## config.mk

```make
export PLATFORM = sky130hd
export DESIGN_NAME = csd_front
export DESIGN_NICKNAME = d
export VERILOG_FILES = /design/src/hdl/csd_pkg.sv /design/src/hdl/csd_front.sv
export SDC_FILE = /design/constraint.sdc
export NUM_CORES = 1
export LEC_CHECK = 0
export ABC_AREA = 0
export BUFFER_PORTS_ARGS = -buffer_cell sky130_fd_sc_hd__clkbuf_2
export CAP_MARGIN = 20
export CORE_AREA = 2 2 123 125
export DETAILED_ROUTE_END_ITERATION = 8
export DIE_AREA = 0 0 125 127
export MAX_ROUTING_LAYER = met4
export PLACE_DENSITY = 0.47
export SYNTH_ARGS = -nofsm -noshare
export SYNTH_HDL_FRONTEND = slang
export SYNTH_SLANG_ARGS = --single-unit
```

## constraint.sdc

```tcl
create_clock -name vclk -period 2.7
set_input_delay 0.27 -clock vclk [all_inputs]
set_output_delay 0.27 -clock vclk [all_outputs]
set_load 0.01 [all_outputs]
```

## src/hdl/csd_pkg.sv

```systemverilog
`default_nettype none

package csd_pkg;

   // Defaults for the top-level parameters
   localparam int NUM_SIGNALS_DEF    = 4;
   localparam int MAX_DATA_BYTES_DEF = 8;

   // Fixed geometry of the slot store and the frame
   localparam int SLOT_STORE = 4;
   localparam int SLOT_W     = 2;
   localparam int ID_W       = 29;
   localparam int DLC_W      = 4;
   localparam int DATA_W     = 64;
   localparam int BYTE_W     = 8;
   localparam int DATA_BYTES = 8;
   localparam int BYTE_IDX_W = 3;
   localparam int LEN_W      = 4;
   localparam int HALF_W     = 32;
   localparam int DEF_W      = 38;
   localparam int CAL_W      = 64;
   localparam int CSR_IDX_W  = 3;

   // Register map: definitions first, calibrations from this index on
   localparam logic [CSR_IDX_W-1:0] CSR_CAL_BASE = 3'd4;

   localparam int JOB_DEPTH = 2;
   localparam int RSP_DEPTH = 2;

   typedef struct packed {
      logic                  enable;
      logic                  msb_first;
      logic [LEN_W-1:0]      length;
      logic [BYTE_IDX_W-1:0] first_byte;
      logic [ID_W-1:0]       can_id;
   } sig_def_type;

   typedef struct packed {
      logic signed [HALF_W-1:0] offset;
      logic [HALF_W-1:0]        scale;
   } sig_cal_type;

   localparam sig_cal_type CAL_RESET = '{offset: '0, scale: 32'h0001_0000};

   typedef struct packed {
      logic [DATA_W-1:0]     frame_data;
      logic [SLOT_STORE-1:0] match;
   } job_type;

   typedef struct packed {
      logic [SLOT_W-1:0]        signal_slot;
      logic [DATA_W-1:0]        raw_value;
      logic signed [DATA_W-1:0] scaled_value;
      logic                     last;
   } rsp_type;

   localparam logic [DATA_W-1:0] SCALED_TOP = 64'h7FFF_FFFF_FFFF_FFFF;

endpackage

`default_nettype wire

```

## src/hdl/csd_front.sv

```systemverilog
`default_nettype none

module csd_front import csd_pkg::*; #(
   parameter int NUM_SIGNALS    = NUM_SIGNALS_DEF,
   parameter int MAX_DATA_BYTES = MAX_DATA_BYTES_DEF
) (
   input  logic              req_push,
   input  logic [ID_W-1:0]   req_can_id,
   input  logic [DLC_W-1:0]  req_length_code,
   input  logic [DATA_W-1:0] req_frame_data,
   output logic              req_full,
   input  sig_def_type       sig_def [SLOT_STORE],
   input  logic              job_full,
   output logic              job_push,
   output job_type           job_data
);

   localparam logic [DLC_W-1:0] MAX_DLC = DLC_W'(MAX_DATA_BYTES);

   logic [DLC_W-1:0]      dlc_eff;
   logic [SLOT_STORE-1:0] match;
   logic [LEN_W:0]        span;

   // Clamp the length code to the data size
   assign dlc_eff = (req_length_code > MAX_DLC) ? MAX_DLC : req_length_code;

   always_comb begin
      match = '0;
      span  = '0;
      for (int k = 0; k < SLOT_STORE; k++) begin
         span = {2'b00, sig_def[k].first_byte} + {1'b0, sig_def[k].length};
         if (k < NUM_SIGNALS) begin
            match[k] = sig_def[k].enable && (sig_def[k].can_id == req_can_id) &&
                       (span <= {1'b0, dlc_eff});
         end
      end
   end

   // Drop frames that match no slot; they produce no results
   assign req_full            = job_full;
   assign job_push            = req_push && !job_full && (match != '0);
   assign job_data.frame_data = req_frame_data;
   assign job_data.match      = match;

endmodule

`default_nettype wire

```

# After elaboration in Yosys (flattened, before gate mapping)
# Index checks and enable logic that the tools add are counted.
# word_totals
output_inout_bits,70
in_bits,251
ff_bits,0
# classes
addsub,4
muxes,1
n_eq_ne,4
n_lt_le_gt_ge,5
n_reduce_logical,12
# op_table
op,count
$eq 29x29->1,4
$add 3x4->5,4
$le 5x4->1,4
$logic_and 1x1->1,10
$gt 4x4->1 const B,1
$mux 4,1
$reduce_bool 4->1,1
$logic_not 1->1,1

# Logic depth before layout (Yosys ltp)
# Gate-level depths: netlist of the first run.
# logic_depth
depth_word,6
depth_mapped,10
mapped_depth_nobuf,10

# Least setup slack after synthesis of the first run
# Ideal clock, no wire load.
# synth_timing
path_type,input to output
start,in sig_def[67] (netlist bit)
end,out job_push
n_path_buf,0
t_required_ns,2.430
cell_stages,8
slack_ns,0.227
arrival_time_ns,2.203
cell_sequence,ha_1 fa_1 xor2_1 ha_1 a41oi_2 nor3_1 and4_4 o41a_1
# synth_lines
element,line,text
start: declaration,csd_front.sv:12,"input sig_def_type sig_def [SLOT_STORE],"
end: declaration,csd_front.sv:14,"output logic job_push,"

# Worst setup path in the final report of the first run
# layout_timing
start,in sig_def[146] (netlist bit)
end,out job_push
# layout_between
elab_chain_cells,5
# layout_lines
element,line,text
$add 3x4->5,csd_front.sv:31,"span = {2'b00, sig_def[k].first_byte} + {1'b0, sig_def[k].length};"
$le 5x4->1,csd_front.sv:34,"(span <= {1'b0, dlc_eff});"
$logic_and 1x1->1,csd_front.sv:33,match[k] = sig_def[k].enable && (sig_def[k].can_id == req_can_id) &&
$reduce_bool 4->1,csd_front.sv:41,assign job_push = req_push && !job_full && (match != '0);
$logic_and 1x1->1,csd_front.sv:41,
# Every way passes these cells.

==> flow_metrics.py, run 1 <==
metrics = {
    "status": {
        "status": "complete, no violations",
    },
    "cells_and_area": {
        "final_util_pct": 25.6,
        "area_growth_pct": 41.0,
        "multiInputGateArea_um2": 2250,
        "seqCellArea_um2": 0,
        "num-clock-buffers": 0,
        "final_layout_size_suffix_gt1_share_pct": 52.1,
        "fillers": 1606,
        "insertedDiodeCount": 0,
        "final_nets": 755,
        "n_sequential_cell": 0,
    },
    "floorplanning": {
        "die_h_um": 127,
        "rows": 44,
        "die_area_um2": 15900,
        "initial_core_util_pct": 18.2,
        "die_x_um": 125,
        "ios": 321,
        "coreArea_um2": 14400,
    },
    "synthesis": {
        "synth.most_common_cell": "buf_4",
        "avgSynthCellArea_um2": 8.08,
        "synth.area.top_cells": "xnor2_1 21%, xor2_1 20%, buf_4 19%",
        "synth_xor_area_share_pct": 41.5,
        "netlist_area_um2": 2620,
        "muxShareOfSynthArea_pct": 0,
        "synth_cells": 324,
        "synth_top_cell_by_area": "xnor2_1",
        "synth_seq_area_share_pct": 0,
        "synthAdderAreaFrac_pct": 15.8,
        "yosys.area_share.simple_pct": 15.0,
        "synth.top_cells.by_count": "65 x buf_4, 63 x xnor2_1, 61 x xor2_1",
        "yosys_warnings": 0,
        "synth_compound_area_share_pct": 7.17,
        "synth_top_family_by_area": "XOR/XNOR gates",
        "synth.distinct_cells": 33,
        "netlist.area_leader.share_pct": 21.1,
        "synth_nets": 603,
    },
    "power": {
        "clkPwrFrac_pct": 0,
        "p_per_area_nw_per_um2": 175,
        "finalPower_mw": 0.645,
        "leakagePower_nw": 1.77,
        "p_switching_mw": 0.312,
        "internal_power_mw": 0.333,
        "vdd_drop_max_mv": 0.0663,
        "p_sw_share_pct": 48.3,
        "comb_power_share_pct": 100.0,
        "p_seq_share_pct": 0,
    },
    "critical_path": {
        "cp_data_required_time_ns": 2.43,
        "path_delay_family": "adder cells",
        "endpoint_kind": "output pin",
        "cp_data_arrival_time_ns": 2.38,
        "worstPathMaxFanout": 2,
        "max_stage_delay_ns": 0.37,
        "worst-path-buf-inv": 3,
        "critPathKind": "in2out",
        "crit_slowest_cell": "o41a_1",
        "crit_path_cell_trace": "clkbuf_2 -> ha_2 -> inv_1 -> ha_4 -> or2_2 -> maj3_2 -> o2111ai_4 -> nor4_4 -> o41a_1 -> buf_2",
        "startpoint_type": "input port",
    },
    "sta": {
        "max_slew.worst_pin.slew_ns": 0.562,
        "min_period_ns": 2.65,
        "finalSetupViolCount": 0,
        "drv_slew": 0,
        "rsz0062_at_grt": "yes",
        "fmax_mhz": 377,
        "final_min_period_over_clock_period_pct": 98.2,
        "final-hold-violation-count": 0,
        "max-slew-margin-rel_pct": 62.2,
    },
    "job": {
        "maxCapViolations": 0,
    },
    "cts": {
        "holdBufCountCts": 0,
    },
    "routing": {
        "antenna_left": 0,
        "drtIter0Drc": 39,
        "drc": 0,
        "drt_wl_total_um": 11000,
        "drt-vias-per-instance": 4.21,
        "vias": 2767,
        "first_pass_iters": 4,
        "wire_per_inst_um": 16.7,
    },
    "grt": {
        "grt_max_degree": 6,
        "grt_pass1_wl_um": 16300,
        "antenna_found_initial": 0,
        "grt_pass1_vias": 3038,
        "grt_use_total_pct": 13.6,
        "overflow": 0,
    },
    "place": {
        "hpwl_um": 10300,
        "io_buffers": 189,
        "gp_congestion": 0.864,
    },
    "min_path": {
        "worstHoldPathType": "in2out",
    },
}
-- cells by family (layout without fill, tap and decap cells) --
group | after synthesis | in the layout
XOR/XNOR | 124 | 124
AND/OR/NAND/NOR | 64 | 64
buffers and inverters | 79 | 229
adder cells (fa/ha/maj) | 31 | 31
AO/OA/AOI/OAI | 26 | 26
-- cells in the final DEF, fill, tap and decap left out, drive strengths merged --
master / Yosys / layout
clkbuf: 0 / 185
xnor2: 63 / 63
xor2: 61 / 61
buf: 65 / 30
ha: 24 / 24
nor4: 19 / 19
nand4: 15 / 15
inv: 14 / 14
nand2: 9 / 9
a21oi: 9 / 9
nor2b: 6 / 6
a21o: 5 / 5
a41oi: 4 / 4
fa: 4 / 4
nor2: 3 / 3
o21ai: 3 / 3
maj3: 3 / 3
nor3: 2 / 2
and2: 2 / 2
and4: 2 / 2
or2: 2 / 2
o2111ai: 2 / 2
a211oi: 1 / 1
or2b: 1 / 1
nand3: 1 / 1
or3b: 1 / 1
nand3b: 1 / 1
o2111a: 1 / 1
o41a: 1 / 1
-- stage by stage --
| stage | worst slack (ns) | hold slack [ns] | area [µm²] | TNS [ns] | std cells |
|---|---|---|---|---|---|
| CTS | 0.000619 | 0.540 | 3500 | 0 | 655 |
| finish | 0.0491 | 0.540 | 3690 | 0 | 658 |
| floorplan | 0.227 | 0.632 | 2620 | 0 | 324 |
| global placement | -0.00646 | 0.540 | 3480 | -0.00646 | 655 |
| detailed placement | -0.0537 | 0.540 | 3480 | -0.0589 | 655 |
| global route | -0.0506 | 0.540 | 3690 | -0.0590 | 658 |
-- power groups by stage --
stage	logic, mW	clock network (mW)	registers [mW]
CTS	0.601	0	0
global placement	0.577	0	0
floorplan	0.395	0	0
global route	0.717	0	0
detailed placement	0.593	0	0
finish	0.645	0	0
-- layer usage --
layer | track usage [%] | vias up | wire [µm]
met5 | - | - | 0
met4 | 4.44 | 0 | 420
met3 | 1.55 | 30 | 662
met2 | 25.5 | 141 | 5700
met1 | 15.0 | 1252 | 4210
li1 | - | 1344 | -
-- worst paths after layout --
check | end | cells past startpoint | from | slack, ns
setup / recovery | job_push | 10 | sig_def[146] | 0.05
hold / removal | job_data[22] | 0 | req_frame_data[18] | 0.54
-- layout make-up --
class	count	share of cell area (%)
Multi-Input combinational cell	245	60.8
Timing Repair Buffer	215	31.5
Tap cell	184	6.24
Inverter	14	1.42
-- timing repair --
item | in CTS | in global routing
endpoints found under the setup margin | 2 | 4
resized for setup | 4 | 33
buffers inserted | 0 | 3
gates cloned | 0 | 0
pin swaps | 3 | 29
(Power assumes the default switching activity.)
==> run 2, diff against run 1 <==
BUFFER_PORTS_ARGS = unset   (was -buffer_cell sky130_fd_sc_hd__clkbuf_2)
DONT_BUFFER_PORTS = 1   (was unset)
PLACE_DENSITY = 0.3   (was 0.47)
==> flow_metrics.py, run 2 (same netlist as run 1, synthesis figures left out) <==
metrics = {
    "cells_and_area": {
        "multiInputGateArea_um2": 2110,
        "final_common_cell": "xnor2_1",
        "seqCellArea_um2": 0,
        "final_nets": 551,
        "area_growth_pct": -5.49,
        "final_layout_size_suffix_gt1_share_pct": 9.26,
        "num-clock-buffers": 0,
        "fillers": 1660,
        "insertedDiodeCount": 0,
        "n_sequential_cell": 0,
        "final_cell_mix": "62 x xnor2_1, 61 x xor2_1, 24 x ha_1",
    },
    "sta": {
        "worst_hold_slack_ns": 0.540,
        "fmax_mhz": 386,
        "max-slew-margin-rel_pct": 55.2,
        "max_slew.worst_pin.slew_ns": 0.665,
        "final_min_period_over_clock_period_pct": 95.9,
        "finalSetupViolCount": 0,
        "final-hold-violation-count": 0,
        "min_period_ns": 2.59,
        "drv_slew": 0,
    },
    "floorplanning": {
        "die_area_um2": 15900,
        "die_h_um": 127,
        "coreArea_um2": 14400,
        "initial_core_util_pct": 18.2,
        "rows": 44,
        "ios": 321,
        "die_x_um": 125,
    },
    "place": {
        "hpwl_um": 9280,
        "gp_congestion": 0.767,
        "io_buffers": 0,
    },
    "grt": {
        "grt_pass1_wl_um": 14000,
        "antenna_found_initial": 0,
        "grt_pass1_vias": 2270,
        "grt_max_degree": 7,
        "grt_use_total_pct": 12.1,
        "overflow": 0,
    },
    "min_path": {
        "worstHoldPathType": "in2out",
        "hold_path_end": "job_data[53]",
        "min_from": "req_frame_data[49]",
        "hold_depth": 0,
    },
    "critical_path": {
        "critPathKind": "in2out",
        "startpoint_type": "input port",
        "cp_data_arrival_time_ns": 2.32,
        "endpoint_kind": "output pin",
        "cp_data_required_time_ns": 2.43,
        "worstPathMaxFanout": 3,
    },
    "power": {
        "leakagePower_nw": 0.891,
        "p_per_area_nw_per_um2": 153,
        "vdd_drop_max_mv": 0.0374,
        "finalPower_mw": 0.378,
    },
    "routing": {
        "drt-vias-per-instance": 4.30,
        "drc": 0,
        "wire_per_inst_um": 21.5,
        "drtIter0Drc": 23,
        "drt_wl_total_um": 9780,
        "first_pass_iters": 3,
        "vias": 1953,
        "antenna_left": 0,
    },
    "job": {
        "maxCapViolations": 0,
    },
    "cts": {
        "holdBufCountCts": 0,
        "cts_setup_buffers": 0,
    },
    "status": {
        "status": "complete, no violations",
    },
}
[run 2: cell types whose count changed in the layout (fill, tap and decap cells not counted), sizes merged]
cell	delta
buf	-19
clkbuf	-185
[run 2: what timing repair did]
item,4_1_cts,5_1_grt
gates resized for setup,0,7
endpoints found under the hold margin,0,0
endpoints found under the setup margin,0,2
[run 2: power by group]
| group | switching, mW | leakage (nW) | internal [mW] | total (mW) |
|---|---|---|---|---|
| clock | 0 | 0 | 0 | 0 |
| combinational | 0.173 | 0.891 | 0.205 | 0.378 |
| sequential | 0 | 0 | 0 | 0 |
| total | 0.173 | 0.891 | 0.205 | 0.378 |
[run 2: how the worst max path moves through the flow]
stage	start	endpoint	slack, ns	depth (start not counted)
after floorplan	sig_def[67]	job_push	0.23	8
after global placement	req_length_code[0]	job_push	0.05	7
after detailed placement	req_length_code[0]	job_push	0.03	7
after CTS	req_length_code[0]	job_push	0.01	7
after global routing	sig_def[106]	job_push	-0.007	10
final	sig_def[106]	job_push	0.11	10
[run 2: area by class of cell]
class / count / share of cell area (%)
well taps: 184 / 9.30
repair buffers: 11 / 3.34
inverters: 14 / 2.12
multi-input cells: 245 / 85.2
[run 2: stage by stage]
| stage | cell area, µm² | util, % | worst slack, ns | TNS (ns) | std cells |
|---|---|---|---|---|---|
| 6_report | 2470 | 17.2 | 0.111 | 0 | 454 |
| 5_1_grt | 2470 | 17.2 | -0.00709 | -0.00709 | 454 |
| 4_1_cts | 2440 | 16.9 | 0.00983 | 0 | 454 |
| 3_5_place_dp | 2440 | 16.9 | 0.0273 | 0 | 454 |
| 3_3_place_gp | 2440 | 16.9 | 0.0511 | 0 | 454 |
| 2_1_floorplan | 2620 | - | 0.227 | 0 | 324 |
[run 2: critical path, stage by stage]
cell and delay, ns:
ha_1 0.27, a21o_1 0.18, a21oi_2 0.16, xnor2_2 0.09
ha_1 0.35, a21oi_2 0.08, a41oi_2 0.19, nor3_2 0.07
o2111a_2 0.16, o41a_1 0.49
[run 2: per-layer routing]
layer | GRT usage [%] | vias to the layer above | part of all wire (%)
met3 | 1.84 | 12 | 6.6
met4 | 0.784 | 0 | 0.49
met2 | 24.2 | 135 | 56
li1 | - | 937 | -
met1 | 13.1 | 869 | 37
met5 | - | - | 0
==> run 3, diff against run 2 <==
clock period = 2.55 ns   (was 2.7 ns; I/O delays follow)
==> flow_metrics.py, run 3 (same netlist as run 1, synthesis figures left out) <==
metrics = {
    "job": {
        "maxCapViolations": 0,
    },
    "cells_and_area": {
        "num-clock-buffers": 0,
        "final_nets": 559,
        "seqCellArea_um2": 0,
        "n_sequential_cell": 0,
        "final_common_cell": "xor2_1",
        "insertedDiodeCount": 0,
        "final_cell_mix": "61 x xor2_1, 59 x xnor2_1, 24 x ha_1",
        "instances_no_fill": 462,
        "final_layout_size_suffix_gt1_share_pct": 15.1,
        "fin_area_um2": 2590,
        "area_growth_pct": -1.10,
    },
    "critical_path": {
        "startpoint_type": "input port",
        "crit_path_cell_trace": "ha_1 -> fa_2 -> xor2_1 -> ha_1 -> a41oi_2 -> nor3_1 -> and4_4 -> o41a_1",
        "critPathMostFrequentCell": "ha_1",
        "cp_data_arrival_time_ns": 2.21,
        "critPathKind": "in2out",
        "crit_slowest_cell": "o41a_1",
        "max_stage_delay_ns": 0.48,
        "worstPathMaxFanout": 2,
        "endpoint_kind": "output pin",
        "cp_data_required_time_ns": 2.30,
    },
    "routing": {
        "vias": 2022,
        "drc": 0,
        "drt-vias-per-instance": 4.38,
        "wire_per_inst_um": 21.4,
        "first_pass_iters": 3,
        "drt_wl_total_um": 9890,
        "antenna_left": 0,
        "drtIter0Drc": 12,
    },
    "min_path": {
        "hold_depth": 0,
        "worstHoldPathType": "in2out",
    },
    "floorplanning": {
        "coreArea_um2": 14400,
        "die_h_um": 127,
        "initial_core_util_pct": 18.2,
        "die_area_um2": 15900,
        "rows": 44,
        "die_x_um": 125,
        "ios": 321,
    },
    "sta": {
        "max_slew.worst_pin.slew_ns": 0.623,
        "drv_slew": 0,
        "fin_ws_ns": 0.0824,
        "finalSetupViolCount": 0,
        "max-slew-margin-rel_pct": 58.1,
        "fmax_mhz": 405,
        "rsz0062_at_grt": "yes",
        "final-hold-violation-count": 0,
        "min_period_ns": 2.47,
        "final_min_period_over_clock_period_pct": 96.8,
    },
    "place": {
        "pre_cts_slack_ns": -0.0236,
        "post-place-cells": 460,
        "gp_congestion": 0.750,
        "hpwl_um": 9340,
        "io_buffers": 0,
        "dpl_cell_area_um2": 2490,
    },
    "power": {
        "vdd_drop_max_mv": 0.0341,
        "leakagePower_nw": 0.957,
        "finalPower_mw": 0.435,
        "p_per_area_nw_per_um2": 168,
    },
    "grt": {
        "antenna_found_initial": 0,
        "grt_pass1_vias": 2288,
        "grt_use_total_pct": 12.1,
        "overflow": 0,
        "grt_max_degree": 7,
        "grt_pass1_wl_um": 13900,
    },
    "status": {
        "status": "complete, no violations",
    },
    "cts": {
        "holdBufCountCts": 0,
    },
}
[run 3: cell types whose count changed in the layout (fill, tap and decap cells not counted), moves of 2 or more]
cell	before	now
a21oi_1	7	4
a21oi_2	2	5
buf_4	11	19
fa_1	4	2
fa_2	0	2
xnor2_1	62	59
xnor2_2	1	4
[run 3: repair_timing]
action / in CTS / in global routing
gates resized for setup: 6 / 11
pin swaps: 8 / 11
buffers inserted: 2 / 0
setup endpoints to repair: 1 / 4
[run 3: worst paths after layout]
path / from / slack, ns / endpoint
setup / recovery: sig_def[67] / 0.08 / job_push
hold / removal: req_frame_data[18] / 0.51 / job_data[22]
[run 3: cell type report]
cell class | count | area [µm²]
Timing Repair Buffer | 19 | 143
Fill cell | 1674 | 11800
Inverter | 14 | 52.6
Tap cell | 184 | 230
Multi-Input combinational cell | 245 | 2160
[run 3: metrics by stage]
step	TNS, ns	hold WS, ns	utilization, %
2_1_floorplan	0	0.602	-
3_3_place_gp	-0.0108	0.510	17.3
3_5_place_dp	-0.0236	0.510	17.3
4_1_cts	0	0.510	17.6
5_1_grt	-0.0174	0.510	18.0
6_report	0	0.510	18.0
[run 3: critical path, delay by kind of cell]
kind	cells	cell delay (ns)
fa+ha+maj	3	0.88
simple gates	2	0.26
compound gates	2	0.64
xor+xnor	1	0.17
[run 3: power by group]
| group | total, mW | internal [mW] | leakage, nW | switching (mW) |
|---|---|---|---|---|
| sequential | 0 | 0 | 0 | 0 |
| clock | 0 | 0 | 0 | 0 |
| combinational | 0.435 | 0.238 | 0.957 | 0.197 |
| total | 0.435 | 0.238 | 0.957 | 0.197 |
[run 3: routing by layer]
| layer | GRT usage (%) | vias up | part of all wire [%] |
|---|---|---|---|
| met5 | - | - | 0 |
| met4 | 0.784 | 0 | 0.49 |
| met3 | 2.14 | 12 | 6.8 |
| met2 | 24.2 | 137 | 57 |
| met1 | 12.8 | 921 | 36 |
| li1 | - | 952 | - |
