## src/hdl/csd_pkg.sv

```systemverilog
`default_nettype none

package csd_pkg;

   // Defaults for the top-level parameters
   localparam int NUM_SIGNALS_DEF    = 4;
   localparam int MAX_DATA_BYTES_DEF = 8;

   // Fixed geometry of the slot store and the frame
   localparam int SLOT_STORE = 4;
   localparam int SLOT_W     = 2;
   localparam int ID_W       = 29;
   localparam int DLC_W      = 4;
   localparam int DATA_W     = 64;
   localparam int BYTE_W     = 8;
   localparam int DATA_BYTES = 8;
   localparam int BYTE_IDX_W = 3;
   localparam int LEN_W      = 4;
   localparam int HALF_W     = 32;
   localparam int DEF_W      = 38;
   localparam int CAL_W      = 64;
   localparam int CSR_IDX_W  = 3;

   // Register map: definitions first, calibrations from this index on
   localparam logic [CSR_IDX_W-1:0] CSR_CAL_BASE = 3'd4;

   localparam int JOB_DEPTH = 2;
   localparam int RSP_DEPTH = 2;

   typedef struct packed {
      logic                  enable;
      logic                  msb_first;
      logic [LEN_W-1:0]      length;
      logic [BYTE_IDX_W-1:0] first_byte;
      logic [ID_W-1:0]       can_id;
   } sig_def_type;

   typedef struct packed {
      logic signed [HALF_W-1:0] offset;
      logic [HALF_W-1:0]        scale;
   } sig_cal_type;

   localparam sig_cal_type CAL_RESET = '{offset: '0, scale: 32'h0001_0000};

   typedef struct packed {
      logic [DATA_W-1:0]     frame_data;
      logic [SLOT_STORE-1:0] match;
   } job_type;

   typedef struct packed {
      logic [SLOT_W-1:0]        signal_slot;
      logic [DATA_W-1:0]        raw_value;
      logic signed [DATA_W-1:0] scaled_value;
      logic                     last;
   } rsp_type;

   localparam logic [DATA_W-1:0] SCALED_TOP = 64'h7FFF_FFFF_FFFF_FFFF;

endpackage

`default_nettype wire

```

## src/hdl/csd_fifo.sv

```systemverilog
`default_nettype none

module csd_fifo import csd_pkg::*; #(
   parameter int WIDTH = DATA_W,
   parameter int DEPTH = JOB_DEPTH
) (
   input  logic             clock,
   input  logic             reset,
   input  logic             push,
   input  logic [WIDTH-1:0] push_data,
   output logic             full,
   input  logic             pop,
   output logic [WIDTH-1:0] pop_data,
   output logic             empty
);

   localparam int PTR_W = (DEPTH > 1) ? $clog2(DEPTH) : 1;
   localparam int CNT_W = $clog2(DEPTH + 1);
   localparam logic [PTR_W-1:0] PTR_LAST = PTR_W'(DEPTH - 1);
   localparam logic [CNT_W-1:0] CNT_FULL = CNT_W'(DEPTH);

   logic [WIDTH-1:0] mem_ff [DEPTH];
   logic [PTR_W-1:0] wr_ptr_ff, wr_ptr_in;
   logic [PTR_W-1:0] rd_ptr_ff, rd_ptr_in;
   logic [CNT_W-1:0] count_ff, count_in;
   logic             do_push, do_pop;

   assign full     = (count_ff == CNT_FULL);
   assign empty    = (count_ff == '0);
   assign do_push  = push && !full;
   assign do_pop   = pop && !empty;
   assign pop_data = mem_ff[rd_ptr_ff];

   always_comb begin
      wr_ptr_in = wr_ptr_ff;
      rd_ptr_in = rd_ptr_ff;
      count_in  = count_ff;
      if (do_push) begin
         wr_ptr_in = (wr_ptr_ff == PTR_LAST) ? '0 : wr_ptr_ff + 1'b1;
      end
      if (do_pop) begin
         rd_ptr_in = (rd_ptr_ff == PTR_LAST) ? '0 : rd_ptr_ff + 1'b1;
      end
      if (do_push && !do_pop) begin
         count_in = count_ff + 1'b1;
      end else if (do_pop && !do_push) begin
         count_in = count_ff - 1'b1;
      end
   end

   always_ff @(posedge clock) begin
      if (reset) begin
         wr_ptr_ff <= '0;
         rd_ptr_ff <= '0;
         count_ff  <= '0;
      end else begin
         wr_ptr_ff <= wr_ptr_in;
         rd_ptr_ff <= rd_ptr_in;
         count_ff  <= count_in;
      end
   end

   always_ff @(posedge clock) begin
      if (do_push) begin
         mem_ff[wr_ptr_ff] <= push_data;
      end
   end

endmodule

`default_nettype wire

```

## config.mk

```make
export PLATFORM = sky130hd
export DESIGN_NAME = csd_fifo
export DESIGN_NICKNAME = d
export VERILOG_FILES = /design/src/hdl/csd_pkg.sv /design/src/hdl/csd_fifo.sv
export SDC_FILE = /design/constraint.sdc
export NUM_CORES = 1
export LEC_CHECK = 0
export BUFFER_PORTS_ARGS = -buffer_cell sky130_fd_sc_hd__clkbuf_2
export CORE_ASPECT_RATIO = 0.5
export CORE_MARGIN = 2
export CORE_UTILIZATION = 37
export DETAILED_ROUTE_END_ITERATION = 12
export SETUP_SLACK_MARGIN = 0.2
export SLEW_MARGIN = 20
export SYNTH_ARGS = -nofsm -noshare
export SYNTH_HDL_FRONTEND = slang
export SYNTH_SLANG_ARGS = --single-unit
```

## constraint.sdc

```tcl
create_clock -name clock -period 3.15 [get_ports clock]
set_input_delay 0.1575 -clock clock [delete_from_list [all_inputs] [get_ports clock]]
set_output_delay 0.1575 -clock clock [all_outputs]
set_load 0.02 [all_outputs]
```

# After elaboration in Yosys (flattened, before gate mapping)
# Memories as Yosys holds them, arrays and structs flattened. A register that Yosys moved wholly into a read port is not among the register bits.
# Index checks and enable logic that the tools add are counted.
[totals] output_inout_bits=66 mem_count=1 word_cells=27 input_bits=68 ram_bits=128 reg_bits=4
[classes] muxes=8 n_addsub=4 eq_ne=1 reduce_logical=10
[mem_list] memory="mem_ff" words=2 width=64 read_ports=1 rd_clocked_by_memory_dff=1 wr=1 line="csd_fifo.sv:22" source="logic [WIDTH-1:0] mem_ff [DEPTH];"
[ops] op="$mux 1" n=6
[ops] op="$logic_and 1x1->1" n=4
[ops] op="$logic_not 1->1" n=4
[ops] op="$mux 2" n=2
[ops] op="$add 1x1->1 const B" n=2
[ops] op="$add 2x1->2 const B" n=1
[ops] op="$eq 2x2->1 const B" n=1
[ops] op="$logic_not 2->1" n=1
[ops] op="$reduce_bool 2->1" n=1
[ops] op="$sub 2x1->2 const B" n=1

# Longest topological paths before layout
# Gate-level depths: netlist (run 1).
[depth] ltp_word=7 ltp_mapped=6 ltp_nobuf=6

# Worst setup path after synthesis (run 1)
# Ideal clock, no wire load.
[synth_timing] path_type="register to register" start="reg count_ff[1]" end="mem mem_ff[1][0] (netlist bit) (enable)" synth_period_minus_slack_ns=2.602 required_ns=2.721 arrival_time_ns=2.173 path_stages_with_launch=4 path_slack_ns=0.548 n_path_buf=0 cell_sequence="dfxtp_1 nor2b_2 nor2_1 and2_1"
[synth_via] elab_chain_cells=5
[synth_rtl] element="from (decl)" line="csd_fifo.sv:25" source="logic [CNT_W-1:0] count_ff, count_in;"
[synth_rtl] element="from (signal assigned)" line="csd_fifo.sv:59" source="count_ff <= count_in;"
[synth_rtl] element="$eq 2x2->1" line="csd_fifo.sv:28" source="assign full = (count_ff == CNT_FULL);"
[synth_rtl] element="via full" line="csd_fifo.sv:11" source="output logic full,"
[synth_rtl] element="$logic_not 1->1" line="csd_fifo.sv:30" source="assign do_push = push && !full;"
[synth_rtl] element="$logic_and 1x1->1" line="csd_fifo.sv:30"
[synth_rtl] element="via do_push" line="csd_fifo.sv:26" source="logic do_push, do_pop;"
[synth_rtl] element="$mux 1" line="csd_fifo.sv:64" source="if (do_push) begin"
[synth_rtl] element="$mux 1 (implied by the code)" line="csd_fifo.sv:65" source="mem_ff[wr_ptr_ff] <= push_data;"
[synth_rtl] element="to (decl)" line="csd_fifo.sv:22"
# The timed path passes the listed nets, and every way through them passes these cells.

==> results of run 1 <==
## per-stage QoR
step	cell area, sq um	std cells
floorplan	4830	224
global placement	5740	525
detailed placement	5740	525
CTS	6910	622
global route	6910	622
finish	6910	622
## flip-flops by register name (all words and copies together) (netlist names), named ones only
register,flops
wr_ptr_ff,1
mem_ff,128
count_ff,2
rd_ptr_ff,1
## logic make-up (layout without fill, tap and decap cells)
group | after synthesis | in the layout | synth area share, %
adder cells (fa/ha/maj) | 1 | 1 | 0.259
flip-flops | 133 | 133 | 81.6
AND/OR/NAND/NOR | 9 | 9 | 0.958
AO/OA/AOI/OAI | 5 | 5 | 0.518
XOR/XNOR | 3 | 3 | 0.544
multiplexers | 64 | 64 | 14.9
buffers and inverters | 9 | 237 | 1.19
## cell type report
| type | instances | area, sq um |
|---|---|---|
| timing repair buffer | 203 | 1390 |
| fill | 1010 | 5790 |
| clock buffer | 18 | 429 |
| multi-input combinational | 82 | 832 |
| clock inverter | 14 | 93.8 |
| inverter | 2 | 7.51 |
| tap | 170 | 213 |
| sequential | 133 | 3950 |
## layer usage
layer,GRT usage [%],share of wire [%],vias to the layer above
met5,0,0,-
met4,6.72,1.6,0
li1,-,-,1314
met2,27.0,57,57
met3,4.34,3.3,14
met1,14.6,38,1364
## worst min path at each step
stage / start / to / slack [ns] / cells past startpoint
4_1_cts: push / wr_ptr_ff / 0.15 / 4
6_report: push / wr_ptr_ff / 0.16 / 4
3_3_place_gp: push_data[4] / mem_ff[1][4] / 0.35 / 1
5_1_grt: push / wr_ptr_ff / 0.17 / 4
2_1_floorplan: reset / count_ff[1] / 0.23 / 1
3_5_place_dp: push_data[12] / mem_ff[1][12] / 0.35 / 1
## cell usage after synthesis
| master | count | share of area, % |
|---|---|---|
| edfxtp_1 | 128 | 80 |
| mux2_2 | 64 | 15 |
| buf_4 | 6 | 0.93 |
| dfxtp_1 | 5 | 2.1 |
| nor2_1 | 5 | 0.39 |
| o21ai_0 | 3 | 0.31 |
| xor2_1 | 3 | 0.54 |
| a21oi_1 | 2 | 0.21 |
| inv_1 | 2 | 0.16 |
| or3_1 | 2 | 0.26 |
| and2_1 | 1 | 0.13 |
| buf_2 | 1 | 0.10 |
| ha_1 | 1 | 0.26 |
| nor2b_2 | 1 | 0.18 |
## worst max-delay path: cells and delay by family (launching register included)
| family | cells | cell delay, ns |
|---|---|---|
| buf+inv | 2 | 0.47 |
| flops | 1 | 0.81 |
| mux | 1 | 0.38 |
## what timing repair did
action / 4_1_cts / 5_1_grt
hold buffers: 65 / 0
hold endpoints to repair: 133 / 0
gates resized for setup: 0 / 0
## report_power, final
part	total (mW)	internal [mW]	switching, mW	leakage (nW)
clock	1.71	1.06	0.655	0.256
combinational	1.45	0.618	0.830	1.15
sequential	2.34	2.23	0.115	1.24
==> flow_summary.toml, run 1 <==
[clock_tree]
clock-sinks = 133
worstSkewPairLatency_ns = 0.40
htreeDepth = 4
cts_setup_buffers = 0
tritoncts = "done"
cts_buffers = 17
clockBufferDepth = 2
cts-root-buf = "clkbuf_16"
clk_pin_slew_ns = 0.05

[setup_path]
cp_slowest_stage_delay_ns = 0.81
r2r_slack_ns = 1.15
crit_end = "pop_data[63]"
r2r-end = "mem_ff[0][60]"
path_cells = "buf_12 -> mux2_2 -> clkbuf_2"
critPathKind = "reg -> out"
end_kind = "output port"
r2r-start = "count_ff[0]"
critPathMaxFanout = 35
crit_arrival_ns = 2.10
critPathSlowestCell = "dfxtp_2"
crit_path_start_kind = "flop"
worstRegToRegCells = 4
critPathRequiredTime_ns = 2.99

[floorplan]
die_width_um = 166
die_h_um = 84.8
core_sq_um = 12700
num_rows = 29
ios = 134
start_util_pct = 38.0
die_area_sq_um = 14000

[timing]
slew_viol_final = 0
setup_viol = 0
slew-limit-headroom_pct = 48.9
max_freq_mhz = 444
min_period_ns = 2.25
hold_slack_ns = 0.159
worst_pin_slew_ns = 0.766
worst_slack_ns = 0.896
finalCritPeriodShare_pct = 71.6
skew_ns = 0.00712
rsz0062_at_grt = "false"
tns_ns = 0
finalHoldViolCount = 0

[yosys]
synth-seq-cells = 133
yosys_warnings = 0
synthCells = 224
ys_types = 14
syn_area_per_cell_sq_um = 21.6
syn_area_sq_um = 4830
synth-seq-area-share_pct = 81.6
synth_nets = 293

[finish]
fin_nets = 508
most-common-layout-cells = "clkbuf_2, edfxtp_1, dlygate4sd3_1"
fin_util_pct = 54.4
syn_to_final_growth_pct = 43.0
num_antenna_cells = 0
final_common_cell = "clkbuf_2"
layout-drive-gt1-share_pct = 51.3

[routing]
drc_errors = 0
dr.pass1.iters = 4
drt_iter0_markers = 79
wl_per_cell_um = 15.2
avgViaCountPerCell = 4.42
final_antenna_net_count = 0
vias = 2749
wl_mm = 9.44

[power]
total_power_mw = 5.50
power_density_nw_per_um2 = 796
irDropWorstVdd_mv = 0.444
leakagePower_nw = 2.65

[placed_design]
place_congestion = 0.668
pre_cts_ws_ns = 1.13
portBuffers = 133
detailed_place_hpwl_mm = 6.22

[hold_path]
min_path_type = "in -> reg"

[global_routing]
grtUsageTotal_pct = 14.2
overflow = 0
grt_pass1_vias = 3051
grt_pass1_wl_mm = 15.0
grt_max_degree = 36
antenna_found_initial = 0

[status]
outcome = "finished clean"

[job]
max-cap-violations = 0
(Power assumes the default switching activity.)
==> run 2: changes to the inputs <==
--- a/config.mk
+++ b/config.mk
@@ -5,6 +5,7 @@
 export SDC_FILE = /design/constraint.sdc
 export NUM_CORES = 1
 export LEC_CHECK = 0
+export ABC_AREA = 1
 export BUFFER_PORTS_ARGS = -buffer_cell sky130_fd_sc_hd__clkbuf_2
 export CORE_ASPECT_RATIO = 0.5
 export CORE_MARGIN = 2
==> constraint.sdc (replaced) <==
create_clock -name clock -period 2.3 [get_ports clock]
set_input_delay 0.115 -clock clock [delete_from_list [all_inputs] [get_ports clock]]
set_output_delay 0.115 -clock clock [all_outputs]
set_load 0.02 [all_outputs]
==> run 2 against run 1 <==
  * Worst hold slack got worse by 0.0076 ns
  * Utilization fell by 0.61 points
  * Global-route usage fell by 1.3 points
  * Register-to-register slack got worse by 0.45 ns
  * Non-clock buffer count rose by 1
  * Die area rose by 6.7%
  * Synthesized area rose by 6.9%
  * Clock power rose by 64%
  * Wire length fell by 0.67%
  * Via count rose by 1.7%
  * Critical path type unchanged
  * Largest power group unchanged
  * Highest routed layer unchanged
==> flow_summary.toml, run 2 <==
[timing]
setup_viol = 0
finalCritPeriodShare_pct = 80.4
min_period_ns = 1.85
skew_ns = 0.00714
slew_viol_final = 0
worst_pin_slew_ns = 0.490
finalHoldViolCount = 0
worst_slack_ns = 0.452
max_freq_mhz = 541
hold_slack_ns = 0.151
slew-limit-headroom_pct = 67.3
rsz0062_at_grt = "false"

[global_routing]
grt_pass1_wl_mm = 14.3
grt_pass1_vias = 2913
overflow = 0
antenna_found_initial = 0
grt_max_degree = 36
grtUsageTotal_pct = 12.9

[placed_design]
pre_cts_ws_ns = 0.718
detailed_place_hpwl_mm = 6.08
portBuffers = 133
place_congestion = 0.708

[finish]
num_antenna_cells = 0
most-common-layout-cells = "clkbuf_2, edfxtp_1, dlygate4sd3_1"
largest_reg_flops = 128
final_common_cell = "clkbuf_2"
largest-register = "mem_ff"
fin_nets = 521
syn_to_final_growth_pct = 41.5
layout-drive-gt1-share_pct = 51.4
reg.largest.list = "mem_ff: 128 flops, count_ff: 2 flops"

[yosys]
synth_nets = 305
synth_top_area_share_pct = 74.4
synthTopCellsByArea = "edfxtp_1, mux2_4, buf_12, dfxtp_1, mux2_2"
synth-seq-cells = 133
async_flop_share_pct = 0
synth-edff-count = 128
syn_area_sq_um = 5170
yosysMostFrequentCell = "edfxtp_1"
ys_types = 17
synthCells = 236
synth_area_leader_cell = "edfxtp_1"
syn_area_per_cell_sq_um = 21.9
synth_flop_cell = "edfxtp_1"
yosys_warnings = 0
synth-seq-area-share_pct = 76.3
synth_common_cells = "edfxtp_1, mux2_4, inv_1, nor2_1, buf_12"

[clock_tree]
clock-sinks = 133
worstSkewPairLatency_ns = 0.40
cts_buffers = 17
htreeDepth = 4
cts-root-buf = "clkbuf_16"
clockBufferDepth = 2
tritoncts = "done"
clk_pin_slew_ns = 0.06

[floorplan]
die_h_um = 87.6
die_width_um = 171
start_util_pct = 38.0
core_sq_um = 13600
num_rows = 30
ios = 134
die_area_sq_um = 15000

[power]
power_density_nw_per_um2 = 1100
leakagePower_nw = 2.93
irDropWorstVdd_mv = 0.604
total_power_mw = 8.06

[setup_path]
path_cells = "buf_12 -> mux2_2 -> clkbuf_2"
critPathKind = "reg -> out"
end_kind = "output port"
cp_slowest_stage_delay_ns = 0.53
critPathRequiredTime_ns = 2.18
crit_arrival_ns = 1.73
critPathSlowestCell = "dfxtp_4"
crit_path_start_kind = "flop"
critPathMaxFanout = 29

[routing]
drc_errors = 0
vias = 2795
avgViaCountPerCell = 4.25
final_antenna_net_count = 0
dr.pass1.iters = 4
drt_iter0_markers = 124
wl_per_cell_um = 14.3
wl_mm = 9.38

[hold_path]
min_path_type = "in -> reg"

[status]
outcome = "finished clean"

[job]
max-cap-violations = 0
## run 2: cell count changes after synthesis, sizes merged
cell   previous run  this run
o21ai             3         5
nand4             0         1
nor2b             1         0
nor2              5         9
inv               2         9
xor2              3         0
a21oi             2         1
nand3             0         1
or3               2         0
nand2             0         4
## run 2: metal layers
| layer | vias to the layer above | track usage [%] | share of wire (%) |
|---|---|---|---|
| met5 | - | 0 | 0 |
| met4 | 0 | 4.24 | 0.49 |
| met3 | 2 | 3.62 | 3.8 |
| met2 | 52 | 23.5 | 54 |
| met1 | 1389 | 15.0 | 42 |
| li1 | 1352 | - | - |
## run 2: cell type report
type                    instances  area (sq um)
well taps                     192           240
inverters                       9          33.8
multi-input cells              87          1070
flip-flops and latches        133          3950
clock inverters                15           205
clock buffers                  17           425
fillers                      1147          6280
repair buffers                204          1390
## run 2: through the flow
step	setup TNS, ns	utilization [%]	cell area, sq um	cells
2_1_floorplan	-37.68	-	5170	236
3_3_place_gp	0	44.4	6030	560
3_5_place_dp	0	44.4	6030	560
4_1_cts	0	53.8	7310	657
5_1_grt	0	53.8	7310	657
6_report	0	53.8	7310	657
## run 2: final timing paths
kind	from	end	slack [ns]	cells after the start
max	flop	pop_data[47]	0.45	3
min	push	wr_ptr_ff	0.15	4
min reg2reg	wr_ptr_ff	wr_ptr_ff	0.54	2
max reg2reg	count_ff[1]	count_ff[1]	0.70	9
## run 2: critical path, delay by kind of cell (launching register included)
family / cells / cell delay, ns
DFF: 1 / 0.53
muxes: 1 / 0.36
buffers and inverters: 2 / 0.43
## run 2: kinds of logic (layout without fill, tap and decap cells)
| logic type | after synthesis | in the layout | synth area share, % |
|---|---|---|---|
| AO/OA/AOI/OAI | 6 | 6 | 0.654 |
| flip-flops | 133 | 133 | 76.3 |
| adder cells (fa/ha/maj) | 1 | 1 | 0.242 |
| AND/OR/NAND/NOR | 16 | 16 | 1.28 |
| buffers and inverters | 16 | 245 | 3.20 |
| multiplexers | 64 | 64 | 18.3 |
## run 2: what timing repair did
item                                   4_1_cts  5_1_grt
setup buffers                                0        0
hold buffers                                65        0
resized for setup                            0        0
endpoints found under the hold margin      129        0
## run 2: power by group
group	internal (mW)	total [mW]	switching, mW	leakage (nW)
clock	1.82	2.81	0.987	0.299
combinational	0.933	2.06	1.12	1.40
sequential	3.07	3.20	0.134	1.24
total	5.82	8.06	2.24	2.93
==> run 3: changes to the inputs <==
--- a/config.mk
+++ b/config.mk
@@ -5,7 +5,7 @@
 export SDC_FILE = /design/constraint.sdc
 export NUM_CORES = 1
 export LEC_CHECK = 0
-export ABC_AREA = 1
+export ABC_AREA = 0
 export BUFFER_PORTS_ARGS = -buffer_cell sky130_fd_sc_hd__clkbuf_2
 export CORE_ASPECT_RATIO = 0.5
 export CORE_MARGIN = 2
==> constraint.sdc (replaced) <==
create_clock -name clock -period 1.52 [get_ports clock]
set_input_delay 0.076 -clock clock [delete_from_list [all_inputs] [get_ports clock]]
set_output_delay 0.076 -clock clock [all_outputs]
set_load 0.02 [all_outputs]
==> run 3 against run 2 <==
  * The flow now finishes with violations (negative setup slack)
  * Register-to-register slack worse by 0.79 ns
  * Utilization up 7.3 points
  * Clock power up 36%
  * Flip-flop and latch count unchanged
  * Combinational power up 110%
==> flow_summary.toml, run 3 (synthesis gave the netlist of run 1 again) <==
[setup_path]
end_kind = "output port"
worstRegToRegCells = 6
critPathSlowestCell = "dfxtp_4"
critPathRequiredTime_ns = 1.44
cp_num_buf_inv = 2
critPathMaxFanout = 33
cp_slowest_stage_delay_ns = 0.37
r2r-end = "mem_ff[0][37]"
r2r-start = "count_ff[1]"
critPathKind = "reg -> out"
r2r_slack_ns = -0.09
crit_arrival_ns = 1.53
path_cells = "buf_12 -> mux2_2 -> buf_2"
cp_top_family = "flip-flops"
crit_path_start_kind = "flop"

[placed_design]
place_congestion = 0.685
portBuffers = 133
detailed_place_hpwl_mm = 6.17
place_inst = 527
dpl-instance-area_sq_um = 5810

[routing]
dr.pass1.iters = 4
drc_errors = 0
avgViaCountPerCell = 4.55
vias = 2992
final_antenna_net_count = 0
drt_iter0_markers = 142
wl_mm = 11.4
wl_per_cell_um = 17.4

[clock_tree]
clockBufferDepth = 2
clk_pin_slew_ns = 0.05
worstSkewPairLatency_ns = 0.40
tritoncts = "done"
cts_buffers = 17
cts-root-buf = "clkbuf_16"
clock-sinks = 133
htreeDepth = 4

[power]
irDropWorstVdd_mv = 0.875
leakagePower_nw = 3.01
total_power_mw = 13.0
power_density_nw_per_um2 = 1670

[global_routing]
grt_pass1_vias = 3282
overflow = 0
grt_max_degree = 34
grt_pass1_wl_mm = 17.3
grtUsageTotal_pct = 16.8
antenna_found_initial = 0

[finish]
num_antenna_cells = 0
syn_to_final_growth_pct = 60.6
final_cell_count_no_fill = 657
largest-register = "mem_ff"
layout-drive-gt1-share_pct = 56.3
fin_nets = 543
final_common_cell = "edfxtp_1"
largest_reg_flops = 128
most-common-layout-cells = "edfxtp_1, clkbuf_2, dlygate4sd3_1"
stdcell_area_sq_um = 7760
reg.largest.list = "mem_ff: 128 flops, count_ff: 2 flops"
n_fill_cell = 915

[timing]
worst_slack_ns = -0.0886
hold_slack_ns = 0.120
slew-limit-headroom_pct = 87.1
setup_viol = 120
finalCritPeriodShare_pct = 106
min_period_ns = 1.61
tns_ns = -7.53
skew_ns = 0.00638
finalHoldViolCount = 0
rsz0062_at_grt = "true"
slew_viol_final = 0
max_freq_mhz = 622
worst_pin_slew_ns = 0.194

[floorplan]
ios = 134
num_rows = 29
core_sq_um = 12700
start_util_pct = 38.0
die_width_um = 166
die_area_sq_um = 14000
die_h_um = 84.8

[hold_path]
hp-start = "push"
min_path_type = "in -> reg"
min_to = "wr_ptr_ff"
hold_depth = 4

[status]
violations = "negative setup slack"
outcome = "finished with violations"

[job]
max-cap-violations = 0
==> run 3: changes by cell type in the layout (fill, tap and decap cells not counted), moves of 4 or more <==
cell | before | now
clkbuf_8 | 0 | 5
clkinv_4 | 5 | 0
clkbuf_1 | 0 | 5
nand2_1 | 4 | 0
mux2_4 | 60 | 3
buf_12 | 2 | 13
mux2_2 | 4 | 61
buf_16 | 0 | 14
inv_1 | 9 | 1
buf_2 | 0 | 38
clkbuf_2 | 133 | 90
buf_6 | 0 | 10
==> run 3: worst max path at each step <==
stage	slack (ns)	to	start	cells past startpoint
floorplan	-0.50	mem_ff[0][0]	count_ff[1]	3
global placement	0.04	mem_ff[0][51]	count_ff[1]	4
detailed placement	0.004	mem_ff[0][28]	count_ff[1]	4
CTS	-0.11	pop_data[11]	flop	3
global route	-0.14	pop_data[2]	flop	3
finish	-0.09	pop_data[24]	flop	3
==> run 3: worst reg2reg max path, stage by stage, from the launching register on <==
cell and delay [ns]:
dfxtp_2 0.32, nor2b_4 0.13, or3_4 0.38, clkinvlp_4 0.11, buf_12 0.14, buf_12 0.13, buf_16 0.12
==> run 3: report_power, final <==
group / switching, mW / internal (mW) / total (mW)
sequential: 0.138 / 4.62 / 4.76
clock: 1.38 / 2.46 / 3.83
combinational: 2.16 / 2.22 / 4.38
==> run 3: routing by layer <==
metal / wire (um) / global-route usage (%)
met2: 6260 / 31.1
met5: 0 / 0
met3: 441 / 5.18
met1: 4490 / 18.3
met4: 216 / 6.88
==> run 3: layout make-up <==
type | count | area, sq um | area share [%]
multi-input cells | 82 | 886 | 11.4
clock inverters | 5 | 50.0 | 0.645
flip-flops and latches | 133 | 3950 | 50.9
well taps | 170 | 213 | 2.74
clock buffers | 27 | 513 | 6.61
inverters | 2 | 11.3 | 0.145
repair buffers | 238 | 2130 | 27.5
==> run 3: per-stage QoR <==
step                      utilization (%)  worst slack [ns]
after floorplan                         -            -0.500
after global placement               45.7            0.0448
after detailed placement             45.7           0.00376
after CTS                            60.5            -0.108
after global routing                 61.1            -0.143
final                                61.1           -0.0886
==> run 3: timing repair <==
item	CTS	global route
hold buffers	65	0
setup endpoints to repair	193	195
hold endpoints to repair	133	0
setup buffers	18	1
pin swaps	3	2
gates resized for setup	32	53
gates cloned	13	1
